$ cat config.mk
export PLATFORM = sky130hd
export DESIGN_NAME = boot_cert_length_parser_flat
export DESIGN_NICKNAME = d
export VERILOG_FILES = /design/src/sv/blc_pkg.sv /design/src/sv/blc_if.sv /design/src/sv/blc_cell.sv /design/src/sv/boot_cert_length_parser.sv /design/src/flat_wrapper.sv
export VERILOG_INCLUDE_DIRS = /design/src /design/src/sv
export SDC_FILE = /design/constraint.sdc
export NUM_CORES = 1
export LEC_CHECK = 0
export BUFFER_PORTS_ARGS = -buffer_cell sky130_fd_sc_hd__buf_2
export CAP_MARGIN = 15
export CELL_PAD_IN_SITES_DETAIL_PLACEMENT = 1
export CELL_PAD_IN_SITES_GLOBAL_PLACEMENT = 2
export CORE_AREA = 3 3 232 234
export CTS_BUF_LIST = sky130_fd_sc_hd__clkbuf_16
export CTS_CLUSTER_DIAMETER = 30
export DETAILED_ROUTE_END_ITERATION = 16
export DIE_AREA = 0 0 235 237
export PLACE_DENSITY_LB_ADDON = 0.1
export SYNTH_ARGS = -nofsm -noshare
export SYNTH_HDL_FRONTEND = slang
export SYNTH_SLANG_ARGS = --single-unit
export TNS_END_PERCENT = 5
$ cat constraint.sdc
create_clock -name clk -period 5.49 [get_ports clk]
set_clock_uncertainty 0.15 [all_clocks]
set_input_delay 1.098 -clock clk [delete_from_list [all_inputs] [get_ports clk]]
set_output_delay 1.098 -clock clk [all_outputs]
set_load 0.005 [all_outputs]
$ cat src/sv/assert_macros.svh
// assertion helpers shared by the rtl
`ifndef ASSERT_MACROS_SVH
`define ASSERT_MACROS_SVH

// checked on every clock edge outside reset
`define BLC_ASSERT(lbl, prop, msg) \
  lbl: assert property (@(posedge clk) disable iff (rst) prop) else $error(msg);

// checked on every clock edge, reset included
`define BLC_ASSERT_ALWAYS(lbl, prop, msg) \
  lbl: assert property (@(posedge clk) prop) else $error(msg);

`endif

$ cat src/sv/blc_pkg.sv
`default_nettype none

package blc_pkg;

  localparam int WinLen = 13;
  localparam int PosW = 17;
  localparam int CfgIndexW = 1;

  localparam logic [PosW-1:0] PosMax = {PosW{1'b1}};
  localparam logic [PosW-1:0] MinCertReset = 17'd256;
  localparam logic [PosW-1:0] MaxCertReset = 17'd2048;

  localparam logic [7:0] DerSeq = 8'h30;
  localparam logic [7:0] DerLong2 = 8'h82;
  localparam logic [7:0] DerShortMax = 8'h80;
  localparam logic [7:0] DerInt = 8'h02;

  // expected byte per window cell: seq tag, length (any short form), then the oid
  localparam logic [7:0] WinRef [WinLen] = '{
    8'h30, 8'h00, 8'h06, 8'h09, 8'h2B, 8'h06, 8'h01,
    8'h04, 8'h01, 8'h82, 8'h26, 8'h01, 8'h01
  };

  typedef enum logic [CfgIndexW-1:0] {
    CfgMinCertSize = 1'b0,
    CfgMaxCertSize = 1'b1
  } cfg_index_t;

  typedef enum logic [2:0] {
    StOk       = 3'd0,
    StNoTag    = 3'd1,
    StBadLen   = 3'd2,
    StSize     = 3'd3,
    StNoSeq    = 3'd4,
    StNoInt    = 3'd5
  } status_t;

  typedef enum logic [1:0] {
    PsIdle    = 2'd0,
    PsDone    = 2'd1,
    PsMissing = 2'd2
  } parse_t;

endpackage

`default_nettype wire

$ cat src/sv/blc_if.sv
`default_nettype none

interface blc_byte_if;
  logic       valid;
  logic       ready;
  logic [7:0] data_byte;
  logic       last_byte;

  modport source (output valid, data_byte, last_byte, input ready);
  modport sink (input valid, data_byte, last_byte, output ready);
endinterface

interface blc_result_if;
  logic                      valid;
  logic                      ready;
  logic [2:0]                status;
  logic [blc_pkg::PosW-1:0]  cert_size;
  logic [31:0]               image_length;

  modport source (output valid, status, cert_size, image_length, input ready);
  modport sink (input valid, status, cert_size, image_length, output ready);
endinterface

`default_nettype wire

$ cat src/sv/blc_cell.sv
`default_nettype none

module blc_cell (
  input  wire logic       clk,
  input  wire logic       rst,
  input  wire logic       load,
  input  wire logic       clear,
  input  wire logic [7:0] d_in,
  input  wire logic [7:0] ref_byte,
  output logic      [7:0] q,
  output logic            hit
);

  // hit looks at the byte entering the cell
  assign hit = (d_in == ref_byte);

  always_ff @(posedge clk) begin
    if (rst || clear) begin
      q <= 8'h00;
    end else if (load) begin
      q <= d_in;
    end
  end

endmodule

`default_nettype wire

$ cat src/sv/boot_cert_length_parser.sv
// Certificate length parser for a signed boot image. Bytes enter on stream one per
// cycle, byte zero of the certificate first; the block accepts a byte in every cycle
// in which its two-entry result buffer has a free slot, so a stream runs at one
// byte per clock. The byte marked last yields one result (status, certificate size,
// image length), registered and shown on result the cycle after that byte is taken
// when the output register is free, later behind an earlier result that waits; the
// next byte starts a new image. The boot-sequence search is a 13-cell shift line in
// which each cell compares the byte entering it, so the match and the trailing
// integer decode complete in the cycle of the byte that completes them. Size window
// registers are user-written via wr_en/wr_index/wr_data only while idle; unchecked.
`default_nettype none
`include "assert_macros.svh"

module boot_cert_length_parser (
  input  wire logic                           clk,
  input  wire logic                           rst,
  blc_byte_if.sink                            stream,
  blc_result_if.source                        result,
  input  wire logic                           wr_en,
  input  wire logic [blc_pkg::CfgIndexW-1:0]  wr_index,
  input  wire logic [blc_pkg::PosW-1:0]       wr_data
);

  localparam int PosW = blc_pkg::PosW;
  localparam int WinLen = blc_pkg::WinLen;

  logic [PosW-1:0] min_cert_size;
  logic [PosW-1:0] max_cert_size;

  logic [PosW-1:0] position, position_next;
  logic [7:0] h0, h1, h2, h0_next, h1_next, h2_next;
  logic [PosW-1:0] cert_total, cert_total_next;
  logic seq_found, seq_found_next;
  logic [PosW-1:0] seq_end, seq_end_next;
  logic [31:0] length_value, length_value_next;
  blc_pkg::parse_t parse_state, parse_state_next;

  logic acc, last;
  logic [7:0] b;

  logic [7:0] win_q [WinLen];
  logic [7:0] win_d [WinLen];
  logic [WinLen-1:0] hits;

  logic match;
  logic [7:0] slen;
  logic [31:0] tail_value;
  logic tail_ok;

  blc_pkg::status_t res_status;
  logic [PosW-1:0] res_size;
  logic [31:0] res_length;

  logic out_valid, skid_valid;
  blc_pkg::status_t out_status, skid_status;
  logic [PosW-1:0] out_size, skid_size;
  logic [31:0] out_length, skid_length;

  logic res_ok, hdr_bad;

  assign b = stream.data_byte;
  assign last = stream.last_byte;
  assign stream.ready = !skid_valid;
  assign acc = stream.valid && stream.ready;

  // window shift line
  for (genvar i = 0; i < WinLen; i++) begin : g_win
    if (i < WinLen - 1) begin : g_mid
      assign win_d[i] = win_q[i+1];
    end else begin : g_end
      assign win_d[i] = b;
    end
    blc_cell u_cell (
      .clk      (clk),
      .rst      (rst),
      .load     (acc),
      .clear    (acc && last),
      .d_in     (win_d[i]),
      .ref_byte (blc_pkg::WinRef[i]),
      .q        (win_q[i]),
      .hit      (hits[i])
    );
  end

  assign match = !seq_found && (position >= PosW'(WinLen - 1)) &&
                 ({1'b0, position} + 18'd1 < {1'b0, cert_total}) &&
                 hits[0] && (win_d[1] < blc_pkg::DerShortMax) &&
                 (&hits[WinLen-1:2]);
  assign slen = win_d[1];

  always_comb begin
    tail_ok = 1'b1;
    tail_value = 32'd0;
    if (win_d[7] == blc_pkg::DerInt && win_d[8] == 8'd4) begin
      tail_value = {win_d[9], win_d[10], win_d[11], win_d[12]};
    end else if (win_d[8] == blc_pkg::DerInt && win_d[9] == 8'd3) begin
      tail_value = {8'd0, win_d[10], win_d[11], win_d[12]};
    end else if (win_d[9] == blc_pkg::DerInt && win_d[10] == 8'd2) begin
      tail_value = {16'd0, win_d[11], win_d[12]};
    end else if (win_d[10] == blc_pkg::DerInt && win_d[11] == 8'd1) begin
      tail_value = {24'd0, win_d[12]};
    end else begin
      tail_ok = 1'b0;
    end
  end

  always_comb begin
    position_next = (position == blc_pkg::PosMax) ? position : position + PosW'(1);
    h0_next = (position == PosW'(0)) ? b : h0;
    h1_next = (position == PosW'(1)) ? b : h1;
    h2_next = (position == PosW'(2)) ? b : h2;

    cert_total_next = cert_total;
    if (position == PosW'(1) && h0 == blc_pkg::DerSeq && b <= blc_pkg::DerShortMax) begin
      cert_total_next = {9'd0, b} + 17'd2;
    end
    if (position == PosW'(3) && h0 == blc_pkg::DerSeq && h1 == blc_pkg::DerLong2) begin
      cert_total_next = {1'b0, h2, b} + 17'd4;
    end

    seq_found_next = seq_found;
    seq_end_next = seq_end;
    parse_state_next = parse_state;
    length_value_next = length_value;
    if (match) begin
      seq_found_next = 1'b1;
      if (slen < 8'd11) begin
        parse_state_next = blc_pkg::PsMissing;
      end else begin
        seq_end_next = position - 17'd11 + {9'd0, slen};
      end
    end
    if (seq_found_next && parse_state_next == blc_pkg::PsIdle && position == seq_end_next) begin
      if (tail_ok) begin
        length_value_next = tail_value;
        parse_state_next = blc_pkg::PsDone;
      end else begin
        parse_state_next = blc_pkg::PsMissing;
      end
    end

    res_size = '0;
    res_length = '0;
    if (h0_next != blc_pkg::DerSeq) begin
      res_status = blc_pkg::StNoTag;
    end else if (cert_total_next == '0) begin
      res_status = blc_pkg::StBadLen;
    end else begin
      res_size = cert_total_next;
      if (!(cert_total_next > min_cert_size && cert_total_next < max_cert_size)) begin
        res_status = blc_pkg::StSize;
      end else if (!seq_found_next) begin
        res_status = blc_pkg::StNoSeq;
      end else if (parse_state_next != blc_pkg::PsDone) begin
        res_status = blc_pkg::StNoInt;
      end else begin
        res_status = blc_pkg::StOk;
        res_length = length_value_next;
      end
    end
  end

  always_ff @(posedge clk) begin
    if (rst) begin
      min_cert_size <= blc_pkg::MinCertReset;
      max_cert_size <= blc_pkg::MaxCertReset;
    end else if (wr_en) begin
      case (blc_pkg::cfg_index_t'(wr_index))
        blc_pkg::CfgMinCertSize: min_cert_size <= wr_data;
        blc_pkg::CfgMaxCertSize: max_cert_size <= wr_data;
        default: ;
      endcase
    end
  end

  always_ff @(posedge clk) begin
    if (rst || (acc && last)) begin
      position <= '0;
      h0 <= '0;
      h1 <= '0;
      h2 <= '0;
      cert_total <= '0;
      seq_found <= 1'b0;
      seq_end <= '0;
      length_value <= '0;
      parse_state <= blc_pkg::PsIdle;
    end else if (acc) begin
      position <= position_next;
      h0 <= h0_next;
      h1 <= h1_next;
      h2 <= h2_next;
      cert_total <= cert_total_next;
      seq_found <= seq_found_next;
      seq_end <= seq_end_next;
      length_value <= length_value_next;
      parse_state <= parse_state_next;
    end
  end

  // output register plus skid slot
  always_ff @(posedge clk) begin
    if (rst) begin
      out_valid <= 1'b0;
      skid_valid <= 1'b0;
    end else if (out_valid && result.ready) begin
      if (skid_valid) begin
        skid_valid <= 1'b0;
      end else if (acc && last) begin
        out_valid <= 1'b1;
      end else begin
        out_valid <= 1'b0;
      end
    end else if (acc && last) begin
      if (out_valid) begin
        skid_valid <= 1'b1;
      end else begin
        out_valid <= 1'b1;
      end
    end
  end

  always_ff @(posedge clk) begin
    if (out_valid && result.ready) begin
      if (skid_valid) begin
        out_status <= skid_status;
        out_size <= skid_size;
        out_length <= skid_length;
      end else begin
        out_status <= res_status;
        out_size <= res_size;
        out_length <= res_length;
      end
    end else if (!out_valid) begin
      out_status <= res_status;
      out_size <= res_size;
      out_length <= res_length;
    end
    if (!skid_valid) begin
      skid_status <= res_status;
      skid_size <= res_size;
      skid_length <= res_length;
    end
  end

  assign result.valid = out_valid;
  assign result.status = out_status;
  assign result.cert_size = out_size;
  assign result.image_length = out_length;

  assign res_ok = (out_status == blc_pkg::StOk);
  assign hdr_bad = (out_status == blc_pkg::StNoTag) || (out_status == blc_pkg::StBadLen);

  `BLC_ASSERT_ALWAYS(a_skid_behind_out, skid_valid |-> out_valid, "skid full with output empty")
  `BLC_ASSERT(a_restart_after_last, (acc && last) |=> (position == '0 && !seq_found), "no restart")
  `BLC_ASSERT(a_length_only_ok, (out_valid && !res_ok) |-> (out_length == '0), "length on error")
  `BLC_ASSERT(a_size_zero_on_header_fail, (out_valid && hdr_bad) |-> (out_size == '0), "size set")

endmodule

`default_nettype wire
$ cat src/flat_wrapper.sv
// flat-port wrapper written by rule: the top's interface ports become plain ports
module boot_cert_length_parser_flat 
  (clk, rst, wr_en, wr_index, wr_data, stream_valid, stream_data_byte, stream_last_byte, stream_ready, result_valid, result_status, result_cert_size, result_image_length, result_ready);
  blc_byte_if stream_i ();
  blc_result_if result_i ();
  input  wire logic clk;
  input  wire logic rst;
  input  wire logic wr_en;
  input  wire logic [blc_pkg::CfgIndexW-1:0] wr_index;
  input  wire logic [blc_pkg::PosW-1:0] wr_data;
  input wire logic [$bits(stream_i.valid)-1:0] stream_valid;
  input wire logic [$bits(stream_i.data_byte)-1:0] stream_data_byte;
  input wire logic [$bits(stream_i.last_byte)-1:0] stream_last_byte;
  output wire logic [$bits(stream_i.ready)-1:0] stream_ready;
  output wire logic [$bits(result_i.valid)-1:0] result_valid;
  output wire logic [$bits(result_i.status)-1:0] result_status;
  output wire logic [$bits(result_i.cert_size)-1:0] result_cert_size;
  output wire logic [$bits(result_i.image_length)-1:0] result_image_length;
  input wire logic [$bits(result_i.ready)-1:0] result_ready;
  assign stream_i.valid = stream_valid;
  assign stream_i.data_byte = stream_data_byte;
  assign stream_i.last_byte = stream_last_byte;
  assign stream_ready = stream_i.ready;
  assign result_valid = result_i.valid;
  assign result_status = result_i.status;
  assign result_cert_size = result_i.cert_size;
  assign result_image_length = result_i.image_length;
  assign result_i.ready = result_ready;
  boot_cert_length_parser u_core (.clk(clk), .rst(rst), .stream(stream_i), .result(result_i), .wr_en(wr_en), .wr_index(wr_index), .wr_data(wr_data));
endmodule
# ---- Yosys cells after proc, flatten, opt, wreduce, memory -nomap -nowiden
# Index checks and enable logic that the tools add are counted.
dict set report classes {
  add_sub_neg 6
  magnitude_cmp 7
  mux 45
  n_eq_ne 29
  bitwise_logic 2
  reduce_logical 35
}
# op n
set op_table {}
lappend op_table {{2-to-1 mux 32 bit} 13}
lappend op_table {{2-to-1 mux 17 bit} 9}
lappend op_table {{== test 8 x 2 -> 1 bit, second input constant} 5}
lappend op_table {{== test 17 x 2 -> 1 bit, second input constant} 2}
lappend op_table {{logical NOT 17 bit} 2}
lappend op_table {{== test 8 x 1 -> 1 bit, second input constant} 4}
lappend op_table {{== test 8 x 3 -> 1 bit, second input constant} 4}
lappend op_table {{== test 8 x 6 -> 1 bit, second input constant} 4}
lappend op_table {{2-to-1 mux 3 bit} 8}
lappend op_table {{logical AND 1 bit} 19}
lappend op_table {{adder 17 x 1 -> 18 bit, second input constant} 1}
lappend op_table {{< comparator 18 x 17 -> 1 bit} 1}
lappend op_table {{adder 16 x 3 -> 17 bit, second input constant} 1}
lappend op_table {{adder 17 x 1 -> 17 bit, second input constant} 1}
lappend op_table {{adder 17 x 8 -> 17 bit} 1}
lappend op_table {{== test 17 x 1 -> 1 bit, second input constant} 1}
lappend op_table {{== test 17 bit} 1}
lappend op_table {{== test 17 bit, second input constant} 1}
lappend op_table {{>= comparator 17 x 4 -> 1 bit, second input constant} 1}
lappend op_table {{> comparator 17 bit} 1}
lappend op_table {{< comparator 17 bit} 1}
lappend op_table {{subtractor 17 x 4 -> 17 bit, second input constant} 1}
lappend op_table {{== test 8 bit, second input constant} 2}
lappend op_table {{2-to-1 mux 8 bit} 2}
lappend op_table {{18 further kinds} 38}
dict set report totals {
  out_inout_bits 54
  input_bits 32
  register_bits 346
  elab_cells 155
}

# ---- Depth between registers and ports, before layout
# Gate-level depths: netlist of run 1.
dict set report logic_depth {
  depth_word 19
  depth_mapped 23
  depth_no_buf 20
}

# ---- By module
# Synthesis of run 1 repeated with hierarchy kept, for this count alone.
dict set report unflattened {
  hier_cells 2176
  hier_area_um2 19023.2
}
# module instances seq_area_each_um2 area_per_inst_um2 cells_each
set modules_own_cells {}
lappend modules_own_cells {boot_cert_length_parser 1 5525.3 14062.2 1682}
lappend modules_own_cells {blc_cell 13 160.2 381.6 38}

# ---- Least setup slack after synthesis of run 1
# OpenSTA, ideal clock, no wires.
dict set report synth_timing {
  kind {flip-flop to flip-flop}
  startpoint {register u_core.position[3]}
  endpoint {register u_core.out_length[21] (netlist: u_core.result.image_length[21]), data pin}
  setup_slack_ps -304
  synth_period_minus_slack_ps 5794
  t_arrival_ps 5498
  setup_ps 146
  n_path_buf 4
  stages_incl_launch_ff 23
  required_ps 5194
  cell_sequence {dfxtp_1 -> clkbuf_1 -> and2_1 -> nand2_1 -> nor4_1 -> and3_1 -> clkbuf_1 -> and3_1 -> ha_1 -> ha_1 -> nand4_1 -> a21oi_1 -> a311oi_1 -> nand4_2 -> or3_4 -> o41a_1 -> a21oi_1 -> o211ai_2 -> or3_1 -> buf_2 -> a211o_4 -> buf_6 -> o21ai_1}
}
dict set report synth_between {
  elab_chain_cells 19
  elab_cells_between_ends 44
  classes_between {3 x add/sub; 4 x order compare; 5 x eq/ne; 17 x mux; 15 x reduce/logical}
}
# item line_no
set synth_lines {}
lappend synth_lines {{start, declared} boot_cert_length_parser.sv:30} ;# logic [PosW-1:0] position, position_next;
lappend synth_lines {{start signal, assigned} boot_cert_length_parser.sv:188} ;# position <= position_next;
lappend synth_lines {{branches (longest 16 deep; another with adder 17 x 1 -> 18 bit)} -}
lappend synth_lines {{2-to-1 mux 32 bit *} boot_cert_length_parser.sv:144} ;# if (h0_next != blc_pkg::DerSeq) begin
lappend synth_lines {{2-to-1 mux 32 bit, on equally long branches} {boot_cert_length_parser.sv:233, boot_cert_length_parser.sv:224}}
lappend synth_lines {{2-to-1 mux 32 bit *} boot_cert_length_parser.sv:223} ;# if (out_valid && result.ready) begin
lappend synth_lines {{end signal, assigned} boot_cert_length_parser.sv:227} ;# out_length <= skid_length;
lappend synth_lines {{end signal, assigned} boot_cert_length_parser.sv:231} ;# out_length <= res_length;
lappend synth_lines {{end signal, assigned} boot_cert_length_parser.sv:236} ;# out_length <= res_length;
lappend synth_lines {{end, declared} boot_cert_length_parser.sv:57} ;# logic [31:0] out_length, skid_length;
# Every way passes the cells marked *. The select of a mux whose other input is x is not followed.
# A chain may end at the register's enable or synchronous reset.

# ---- Worst setup path after layout of run 1
dict set report layout_timing {
  startpoint {register u_core.position[2]}
  endpoint {register u_core.out_status[0] (netlist: u_core.result.status[0]), data pin}
}
dict set report layout_between {
  elab_chain_cells 19
  elab_cells_between_ends 43
  classes_between {3 x add/sub; 4 x order compare; 5 x eq/ne; 16 x mux; 15 x reduce/logical}
}
# item line_no
set layout_lines {}
lappend layout_lines {{branches (longest 16 deep; another with adder 17 x 1 -> 18 bit)} -}
lappend layout_lines {{2-to-1 mux 3 bit *} boot_cert_length_parser.sv:144}
lappend layout_lines {{2-to-1 mux 3 bit, on equally long branches} {boot_cert_length_parser.sv:233, boot_cert_length_parser.sv:224}}
lappend layout_lines {{2-to-1 mux 3 bit *} boot_cert_length_parser.sv:223}
lappend layout_lines {{end signal, assigned} boot_cert_length_parser.sv:225} ;# out_status <= skid_status;
lappend layout_lines {{end signal, assigned} boot_cert_length_parser.sv:229} ;# out_status <= res_status;
lappend layout_lines {{end signal, assigned} boot_cert_length_parser.sv:234} ;# out_status <= res_status;
lappend layout_lines {{end, declared} boot_cert_length_parser.sv:55} ;# blc_pkg::status_t out_status, skid_status;
# Marks and branches as above.

==> out/metrics.yaml, run 1 <==
grt:
  antenna_found_initial: 0
  grt_use_total_pct: 21.8
  grt-ovfl-total: 0
  grt_pass1_vias: 17100
  grt_max_degree: 99
  grt_pass1_wl_mm: 97.3
floorplanning:
  die_width_um: 235
  start_util_pct: 33.7
  die-area_um2: 55700
  die_y_um: 237
  core_region_area_um2: 52200
  io_pins: 86
  rows: 84
final_layout:
  stdcell_count: 3121
  fin_area_um2: 23000
  nNetsFinal: 2481
  num-fill-cells: 6103
  register_area_um2: 7450
  multiInputGateArea_um2: 9440
  drive_above_1_share_pct: 17.4
  area_growth_pct: 30.6
  n_antenna_cell: 0
setup_path:
  crit_path_start_kind: "register"
  rr_worst_depth: 19
  worstSetupPathType: "reg -> reg"
  required_ps: 5710
  rr_endpoint: "u_core.result.status[0]$_DFFE_PP_"
  worst-path-max-fanout: 15
  rr_startpoint: "u_core.position[2]$_SDFFE_PP0P_"
  critPathCaptureType: "register"
  cp.arrival_ps: 5500
  rrSetupSlack_ps: 210
pwr:
  power.density_nw_per_um2: 373
  peakVddDrop_v: 0.000287
  p_seq_share_pct: 31.1
  internal_power_mw: 6.58
  power_mw: 8.56
  power_switching_mw: 1.98
  p_leak_nw: 8.87
  clock_power_share_pct: 63.9
  swShare_pct: 23.2
  p_comb_share_pct: 5.0
place:
  hpwl_mm: 43.7
  dp.cells: 2930
  dpl_cell_area_um2: 19400
  port_buffers: 85
  place_congestion: 0.846
worst_hold_path:
  whs_path_depth: 2
  whs_endpoint: "u_core.h0[2]$_SDFFE_PP0P_"
  hold_class: "reg -> reg"
  worstHoldStart: "u_core.h0[2]$_SDFFE_PP0P_"
sta:
  rsz0062_at_grt: "true"
  max_freq_ghz: 0.190
  finalSetupViolations: 0
  slew_viol_final: 0
  finalSetupTns_ps: 0
  fin_crit_sh_pct: 96.1
  post-route-min-period_ps: 5280
  slew_headroom_pct: 28.3
  worst_pin_slew_ps: 1080
  hold_violations: 0
yosys:
  synth_top_area_share_pct: 33.5
  synth_compound_gate_area_share_pct: 19.5
  synth_edf_count: 52
  seq_area_frac_synth_pct: 42.4
  synth_top_family_by_area: "simple AND/OR/NAND/NOR gates"
  yosys_register_bits: 346
  synthesis.area_um2: 17600
  synth.avg_cell_area_um2: 8.12
  ys_top_cells_by_count: "nand2_1 (456), dfxtp_1 (294), a21oi_1 (252)"
  synth_warnings: 0
  syn_nets: 2296
  ys_async_sr_fraction_pct: 0
  synth_fa_ha_area_share_pct: 7.09
  synth-xor-area-share_pct: 2.84
  synthSimpleGateAreaFrac_pct: 21.5
  yosys.area.top_type: "dfxtp_1"
  synth_mux_area_share_pct: 0.826
  ys.flop_type: "dfxtp_1"
  netlist_instances: 2165
  synth.area.top_cells: "dfxtp_1 (33%), nand2_1 (9.7%), edfxtp_1 (8.9%), a21oi_1 (7.2%), ha_1 (7.0%)"
  ys_types: 87
  yosysMostFrequentCell: "nand2_1"
route:
  wl_per_cell_um: 20.0
  dr.pass1.iters: 5
  drt_iter0_drc: 797
  drc: 0
  wirelength_mm: 62.4
  vias: 16500
  final_antenna_net_count: 0
  post_drt_via_cell_ratio: 5.28
clock_tree:
  numCtsBuffers: 97
  clock-root-buffer: "clkbuf_16"
  numClockSinks: 346
  cts_buffer_depth: 3
  insertion_delay_ps: 630
  postCtsHoldBufs: 0
  clkTransAtPathRegs_ps: 50
  cts_tree: "done"
  htreeDepth: 3
run:
  drv_cap: 0
status:
  status: "finished, final reports clean"
## per-layer routing
metal  vias up  part of all wire [%]  GRT usage, %  wire (µm)
met1      8122                    46          28.0      28500
met3        99                   3.6          4.03       2250
met2       275                    48          37.1      30100
met4         0                   2.4          6.44       1510
li1       7977                     -             -          -
met5         -                     0             0          0
## kinds of logic after synthesis
| logic type | Yosys count |
|---|---|
| simple gates | 824 |
| compound gates | 563 |
| flops | 346 |
| buf+inv | 262 |
| fa+ha+maj | 99 |
| xor+xnor | 57 |
| mux | 14 |
## placed cells by master, fill, tap and decap left out, types with 7 or more instances in the layout
cell type and n:
clkinv_1 25, a211oi_1 18, xnor2_1 42, nor4b_1 12, o21a_1 10, clkinvlp_4 7, nand2_1 453, dfxtp_1 292
nor4_1 18, buf_4 122, bufinv_16 12, edfxtp_1 52, a21o_1 13, xor2_1 14, clkbuf_16 101, nand2b_1 10
mux2i_1 10, o22a_1 9, a21oi_1 250, nor2b_1 11, buf_2 85, nand3_1 74, o21ai_0 71, nand4_1 26
a2bb2oi_1 7, a22oi_2 8, nor2_1 111, o21ai_1 47, nor3_1 18, o31ai_1 25, o221ai_1 8, inv_1 151
a22oi_1 20, or4_1 9, ha_1 95, clkinv_2 14
## state kept, by name (all words and copies together) (netlist names), 8 cells and up
register	flops
u_core.h0	8
u_core.position	17
u_core.result.cert_size	17
u_core.skid_length	32
u_core.seq_end	17
u_core.cert_total	17
u_core.min_cert_size	17
u_core.max_cert_size	17
u_core.g_win.u_cell.q	96
u_core.result.image_length	32
u_core.h2	8
u_core.skid_size	17
u_core.length_value	32
u_core.h1	8
## how the worst max path moves through the flow
stage                                    startpoint                                  endpoint  cells past startpoint
finish              u_core.position[2]$_SDFFE_PP0P_         u_core.result.status[0]$_DFFE_PP_                     19
global route        u_core.position[2]$_SDFFE_PP0P_         u_core.result.status[0]$_DFFE_PP_                     20
CTS                 u_core.position[3]$_SDFFE_PP0P_            u_core.skid_length[31]$_DFF_P_                     20
detailed placement              stream_data_byte[3]   u_core.result.image_length[9]$_DFFE_PP_                     21
global placement                stream_data_byte[3]   u_core.result.image_length[5]$_DFFE_PP_                     20
floorplan           u_core.position[3]$_SDFFE_PP0P_  u_core.result.image_length[21]$_DFFE_PP_                     22
## layout make-up
| cell class | count | share of cell area, % |
|---|---|---|
| clock buffer | 100 | 10.9 |
| clock inverter | 82 | 3.17 |
| inverter | 131 | 2.14 |
| multi-input combinational | 1560 | 41.1 |
| sequential | 346 | 32.4 |
| tap | 688 | 3.75 |
| timing repair buffer | 214 | 6.47 |
## power groups by stage
stage | Clock (mW) | Combinational, mW | Sequential, mW
2_1_floorplan | 0 | 0.253 | 2.69
3_3_place_gp | 0 | 0.420 | 2.70
3_5_place_dp | 0 | 0.428 | 2.70
4_1_cts | 5.56 | 0.432 | 2.66
5_1_grt | 5.73 | 0.478 | 2.66
6_report | 5.47 | 0.431 | 2.66
## stage by stage
stage	setup slack, ps	utilization [%]	hold WS, ps
2_1_floorplan	37.5	-	273
3_3_place_gp	-98.2	37.1	283
3_5_place_dp	-137	37.1	293
4_1_cts	0.496	43.4	299
5_1_grt	-16.0	44.0	325
6_report	214	44.0	298
## worst max-delay path, stage by stage (launching register included)
cell and delay (ps):
dfxtp_1 330, buf_4 190, nand4_1 210, nor3_2 360, buf_12 160, nand3_1 110, xnor2_1 240, ha_1 280
nand4_1 120, a21oi_1 70, a311oi_2 300, buf_4 190, nand3_2 110, or2_1 260, or4_1 520, a211o_1 340
or3_4 470, buf_12 190, a21o_1 180, o31a_1 240
## repair_timing
action,in CTS,in global routing
gates resized for setup,5,49
setup buffers,0,5
setup endpoints to repair,34,91
pin swaps,1,13
cloned,0,4
Note: power is estimated with default switching activity, not from simulation.
==> run 2, diff against run 1 <==
ABC_AREA = 1   (was not set)
CORE_AREA = 3 3 243 245   (was 3 3 232 234)
DIE_AREA = 0 0 246 248   (was 0 0 235 237)
==> out/metrics.yaml, run 2 <==
final_layout:
  finish.utilization_pct: 42.1  # -1.8 points
  fin_area_um2: 24200  # +5.2%
  nNetsFinal: 2876  # +16%
  n_antenna_cell: 0  # unchanged
  final_common_cell: "nand2_1"
  num-fill-cells: 6979  # +14%
  drive_above_1_share_pct: 17.3  # -0.13 points
  area_growth_pct: 33.2
  multiInputGateArea_um2: 9470  # +0.25%
  final_cell_mix: "nand2_1 (561), dfxtp_1 (292), inv_1 (269)"
  register_area_um2: 7450  # unchanged
  largest_reg_flops: 96  # unchanged
  regMostFlops: "u_core.g_win.u_cell.q"
pwr:
  internal_power_mw: 6.99  # +6.3%
  power_switching_mw: 2.38  # +20%
  power.density_nw_per_um2: 388  # +4.1%
  p_seq_share_pct: 28.9  # -2.2 points
  peakVddDrop_v: 0.000265  # -7.5%
  swShare_pct: 25.4  # +2.3 points
  p_comb_share_pct: 9.1  # +4.1 points
  clock_power_share_pct: 62.0  # -1.9 points
  p_leak_nw: 10.8  # +22%
place:
  hpwl_mm: 45.7  # +4.6%
  port_buffers: 85  # unchanged
  dpl_cell_area_um2: 20200  # +4.1%
  place_congestion: 0.835  # -1.3%
grt:
  grt_pass1_vias: 18700  # +9.8%
  grt_max_degree: 176  # +78%
  antenna_found_initial: 0  # unchanged
  grt-ovfl-total: 0  # unchanged
  grt_pass1_wl_mm: 105  # +7.8%
  grt_use_total_pct: 21.6  # -0.11 points
yosys:
  synth_top_area_share_pct: 32.5  # -1.0 points
  yosys_register_bits: 346  # unchanged
  ys_types: 55  # -37%
  yosysMostFrequentCell: "nand2_1"
  synthesis.area_um2: 18100  # +3.2%
  ys.flop_type: "dfxtp_1"
  synth_compound_gate_area_share_pct: 15.6  # -3.9 points
  synthSimpleGateAreaFrac_pct: 26.5  # +5.0 points
  synth-xor-area-share_pct: 1.69  # -1.1 points
  syn_nets: 2643  # +15%
  ys_async_sr_fraction_pct: 0  # unchanged
  ys_top_cells_by_count: "nand2_1 (578), dfxtp_1 (294), a21oi_1 (266)"
  netlist_instances: 2512  # +16%
  synth.area.top_cells: "dfxtp_1 (32%), nand2_1 (12%), edfxtp_1 (8.6%), a21oi_1 (7.3%), ha_1 (6.8%)"
  yosys.area.top_type: "dfxtp_1"
  synth_warnings: 0  # unchanged
  synth_top_family_by_area: "simple AND/OR/NAND/NOR gates"
  synth_edf_count: 52  # unchanged
  synth_fa_ha_area_share_pct: 6.87  # -0.22 points
  seq_area_frac_synth_pct: 41.1  # -1.3 points
  synth_mux_area_share_pct: 0  # -0.83 points
  synth.avg_cell_area_um2: 7.22  # -11%
setup_path:
  crit_path_start_kind: "register"
  slowest_stage: "dfxtp_1"
  cpMostUsedCell: "nand2_1"
  worstSetupPathType: "reg -> reg"
  crit_path_max_incr_delay_ps: 440  # -80 ps
  worst-path-max-fanout: 8  # -7
  critPathCaptureType: "register"
  required_ps: 5830  # +120 ps
  cp.arrival_ps: 5510  # about the same
clock_tree:
  clock-root-buffer: "clkbuf_16"
  htreeDepth: 3  # unchanged
  postCtsHoldBufs: 0  # unchanged
  numCtsBuffers: 104  # +7.2%
  clkTransAtPathRegs_ps: 40  # about the same
  insertion_delay_ps: 630  # about the same
  cts_buffer_depth: 3  # unchanged
  cts_tree: "done"
  numClockSinks: 346  # unchanged
sta:
  finalSetupTns_ps: 0  # unchanged
  fin_crit_sh_pct: 94.3  # -1.8 points
  max_freq_ghz: 0.193  # +1.9%
  finalSetupViolations: 0  # unchanged
  post-route-min-period_ps: 5180  # -100 ps
  slew_headroom_pct: 34.1  # +5.8 points
  worst_pin_slew_ps: 988  # -87.8 ps
  hold_violations: 0  # unchanged
  slew_viol_final: 0  # unchanged
floorplanning:
  rows: 88  # +4.8%
  die_width_um: 246  # +4.7%
  die_y_um: 248  # +4.6%
  core_region_area_um2: 57400  # +9.8%
  start_util_pct: 31.6  # -2.0 points
  die-area_um2: 61000  # +9.5%
  io_pins: 86  # unchanged
route:
  wl_per_cell_um: 18.4  # -8.0%
  wirelength_mm: 66.2  # +6.1%
  drt_iter0_drc: 766  # -3.9%
  post_drt_via_cell_ratio: 4.97  # -5.8%
  vias: 17900  # +8.6%
  dr.pass1.iters: 5  # unchanged
  drc: 0  # unchanged
  final_antenna_net_count: 0  # unchanged
run:
  drv_cap: 0  # unchanged
status:
  status: "finished, final reports clean"
worst_hold_path:
  hold_class: "reg -> reg"
[run 2: cell types whose count changed after synthesis, moves of 18 or more]
| cell | before | now |
|---|---|---|
| o21ai_1 | 40 | 2 |
| xnor2_1 | 43 | 3 |
| nand3b_1 | 4 | 39 |
| inv_1 | 130 | 245 |
| xor2_1 | 14 | 32 |
| a22oi_1 | 28 | 0 |
| nand2_1 | 456 | 578 |
| nor2_1 | 112 | 232 |
| o31ai_1 | 31 | 2 |
| nand3_1 | 74 | 162 |
| o21ai_0 | 79 | 217 |
[run 2: power by group through the flow]
| stage | clock [mW] | sequential [mW] | combinational (mW) |
|---|---|---|---|
| final | 5.81 | 2.71 | 0.853 |
| after global routing | 6.10 | 2.71 | 0.963 |
| after CTS | 5.92 | 2.71 | 0.847 |
| after detailed placement | 0 | 2.75 | 0.835 |
| after global placement | 0 | 2.75 | 0.821 |
| after floorplan | 0 | 2.74 | 0.503 |
[run 2: worst paths after layout]
kind | cells past startpoint | start | slack, ps | endpoint
worst max register to register | 34 | u_core.position[2]$_SDFFE_PP0P_ | 310 | u_core.result.image_length[0]$_DFFE_PP_
worst min-delay path | 2 | u_core.h1[5]$_SDFFE_PP0P_ | 300 | u_core.h1[5]$_SDFFE_PP0P_
worst max-delay path | 34 | u_core.position[2]$_SDFFE_PP0P_ | 310 | u_core.result.image_length[0]$_DFFE_PP_
worst min register to register | 2 | u_core.h1[5]$_SDFFE_PP0P_ | 300 | u_core.h1[5]$_SDFFE_PP0P_
[run 2: stage by stage]
stage	cells	total power [mW]	hold slack, ps	setup WS [ps]
floorplan	2512	3.24	274	681
global placement	3385	3.57	286	-713
detailed placement	3385	3.58	293	-810
CTS	3587	9.48	301	6.77
global route	3598	9.78	328	-12.3
finish	3598	9.37	298	315
[run 2: area by class of cell]
type	instances	share of cell area, %
Clock inverter	89	3.47
Inverter	260	4.11
Multi-Input combinational cell	1784	39.2
Tap cell	765	3.96
Sequential cell	346	30.8
Timing Repair Buffer	249	7.57
Clock buffer	105	10.9
[run 2: critical path, delay by kind of cell, from the launching register on]
family                     cells  cell delay (ps)
adders and majority gates      2              390
buffers and inverters          5              710
DFF                            1              440
and+or+nand+nor               27             3290
[run 2: kinds of logic (layout without fill, tap and decap cells)]
logic type	count (synthesis)	after routing
compound gates	539	539
xor+xnor	35	35
fa+ha+maj	99	99
buf+inv	383	703
flops	346	346
simple gates	1110	1111
[run 2: timing repair]
action	4_1_cts	5_1_grt
cloned	2	2
setup buffers	6	8
resized for setup	35	53
setup endpoints to repair	100	93
pin swaps	12	20
[run 2: per-layer routing]
layer,part of all wire [%],vias up,GRT usage (%)
li1,-,8823,-
met1,48,8685,29.0
met2,46,296,35.7
met3,4.0,85,3.66
met4,2.0,0,6.69
met5,0,-,0
==> run 3, diff against run 2 <==
CORE_AREA = 3 3 220 222   (was 3 3 243 245)
DIE_AREA = 0 0 223 225   (was 0 0 246 248)
clock period = 6.5 ns   (was 5.49 ns; I/O delays follow)
==> out/metrics.yaml, run 3 (same netlist as run 2, synthesis figures left out) <==
status:
  status: "finished, final reports clean"
final_layout:
  fin_area_um2: 22400  # -7.1%
  area_growth_pct: 23.8
  regMostFlops: "u_core.g_win.u_cell.q"
  drive_above_1_share_pct: 11.6  # -5.7 points
  final_common_cell: "nand2_1"
  num-fill-cells: 5764  # -17%
  multiInputGateArea_um2: 9220  # -2.6%
  largest_reg_flops: 96  # unchanged
  nNetsFinal: 2754  # -4.2%
  final_cell_mix: "nand2_1 (575), dfxtp_1 (294), a21oi_1 (266)"
  register_area_um2: 7450  # about the same
  n_antenna_cell: 0  # unchanged
setup_path:
  path_delay_family: "simple AND/OR/NAND/NOR gates"
  path_cells: "inv_1, ha_1, nand4_1, nor2_1, nand4_1, nor4_1, nand2_1, o21ai_1, ha_1, nand2_1, o21a_1, o21ai_0, a31oi_1, o21ai_0, a221oi_1, o21a_1, nor2_1, nand2_1, buf_4, nor3_4, buf_12, nand3_1, nand2_1"
  crit_path_max_incr_delay_ps: 630  # +190 ps
  cp.arrival_ps: 6160  # +650 ps
  required_ps: 6820  # +990 ps
  crit_path_start_kind: "register"
  slowest_stage: "o21ai_1"
  worst-path-max-fanout: 29  # +21
  worstPathBufferInverterCount: 3  # -2
  worstSetupPathType: "reg -> reg"
  rrSetupSlack_ps: 670  # +350 ps
  critPathCaptureType: "register"
  cpMostUsedCell: "nand2_1"
floorplanning:
  die-area_um2: 50200  # -18%
  die_y_um: 225  # -9.3%
  start_util_pct: 39.0  # +7.3 points
  die_width_um: 223  # -9.3%
  rows: 79  # -10%
  io_pins: 86  # unchanged
  core_region_area_um2: 46600  # -19%
clock_tree:
  numClockSinks: 346  # unchanged
  htreeDepth: 3  # unchanged
  cts_tree: "done"
  clock-root-buffer: "clkbuf_16"
  numCtsBuffers: 95  # -8.7%
  cts_buffer_depth: 3  # unchanged
  clkTransAtPathRegs_ps: 40  # about the same
  insertion_delay_ps: 620  # about the same
  postCtsHoldBufs: 0  # unchanged
route:
  final_antenna_net_count: 0  # unchanged
  vias: 17500  # -2.2%
  drc: 0  # unchanged
  wl_per_cell_um: 18.5  # +0.44%
  post_drt_via_cell_ratio: 5.29  # +6.4%
  drt_iter0_drc: 954  # +25%
  dr.pass1.iters: 5  # unchanged
  wirelength_mm: 61.1  # -7.7%
worst_hold_path:
  hold_class: "reg -> reg"
sta:
  post-route-min-period_ps: 5830  # +659 ps
  slew_viol_final: 0  # unchanged
  finalSetupViolations: 0  # unchanged
  hold_violations: 0  # unchanged
  rsz0062_at_grt: "false"
  finalSetupTns_ps: 0  # unchanged
  fin_crit_sh_pct: 89.8  # -4.5 points
  max_freq_ghz: 0.171  # -11%
  slew_headroom_pct: 23.4  # -11 points
  worst_pin_slew_ps: 1150  # +161 ps
grt:
  grt-ovfl-total: 0  # unchanged
  grt_max_degree: 144  # -18%
  antenna_found_initial: 0  # unchanged
  grt_use_total_pct: 24.1  # +2.4 points
  grt_pass1_wl_mm: 98.1  # -6.4%
  grt_pass1_vias: 18100  # -3.2%
pwr:
  power.density_nw_per_um2: 333  # -14%
  p_leak_nw: 10.1  # -6.9%
  peakVddDrop_v: 0.000242  # -8.8%
place:
  dpl_cell_area_um2: 19300  # -4.3%
  port_buffers: 85  # unchanged
  place_congestion: 0.820  # -1.9%
  hpwl_mm: 42.1  # -7.8%
run:
  drv_cap: 0  # unchanged
[run 3: cell type report]
class	instances	area share, %
multi-input combinational	1783	41.1
sequential	346	33.2
clock buffer	96	10.7
inverter	260	4.36
timing repair buffer	137	4.02
tap	607	3.38
clock inverter	77	3.29
[run 3: worst paths after layout]
check                                        endpoint  depth (start not counted)                            startpoint
max          u_core.result.image_length[13]$_DFFE_PP_                         23      u_core.position[10]$_SDFFE_PP0P_
min              u_core.length_value[14]$_SDFFE_PP0P_                          2  u_core.length_value[14]$_SDFFE_PP0P_
max reg2reg  u_core.result.image_length[13]$_DFFE_PP_                         23      u_core.position[10]$_SDFFE_PP0P_
min reg2reg      u_core.length_value[14]$_SDFFE_PP0P_                          2  u_core.length_value[14]$_SDFFE_PP0P_
[run 3: tightest hold or removal path: stages (launching register included)]
cell and delay [ps]:
dfxtp_1 290, inv_1 60, a211oi_1 60
[run 3: per-layer routing]
layer	GRT usage, %	part of all wire, %	up-vias
li1	-	-	8560
met1	32.3	47	8526
met2	39.7	46	322
met3	4.03	3.9	86
met4	7.75	2.2	0
met5	0	0	-
[run 3: report_power, final]
part           leakage (nW)  internal (mW)  switching [mW]
Clock                  1.61           3.15            1.39
Sequential             3.01           2.25          0.0416
Combinational          5.46          0.199           0.441
Total                  10.1           5.60            1.88
[run 3: through the flow]
stage	worst slack, ps	cells	util (%)	total power [mW]	hold WS, ps
after floorplan	1540	2512	-	2.74	274
after global placement	199	3133	41.5	2.94	282
after detailed placement	181	3133	41.5	2.96	301
after CTS	346	3306	48.2	7.55	309
after global routing	196	3306	48.2	7.78	335
final	666	3306	48.2	7.47	309
[run 3: timing repair]
action / CTS / global route
resized for setup: 0 / 1
buffers inserted: 0 / 0
endpoints found under the hold margin: 0 / 0
setup endpoints to repair: 0 / 32
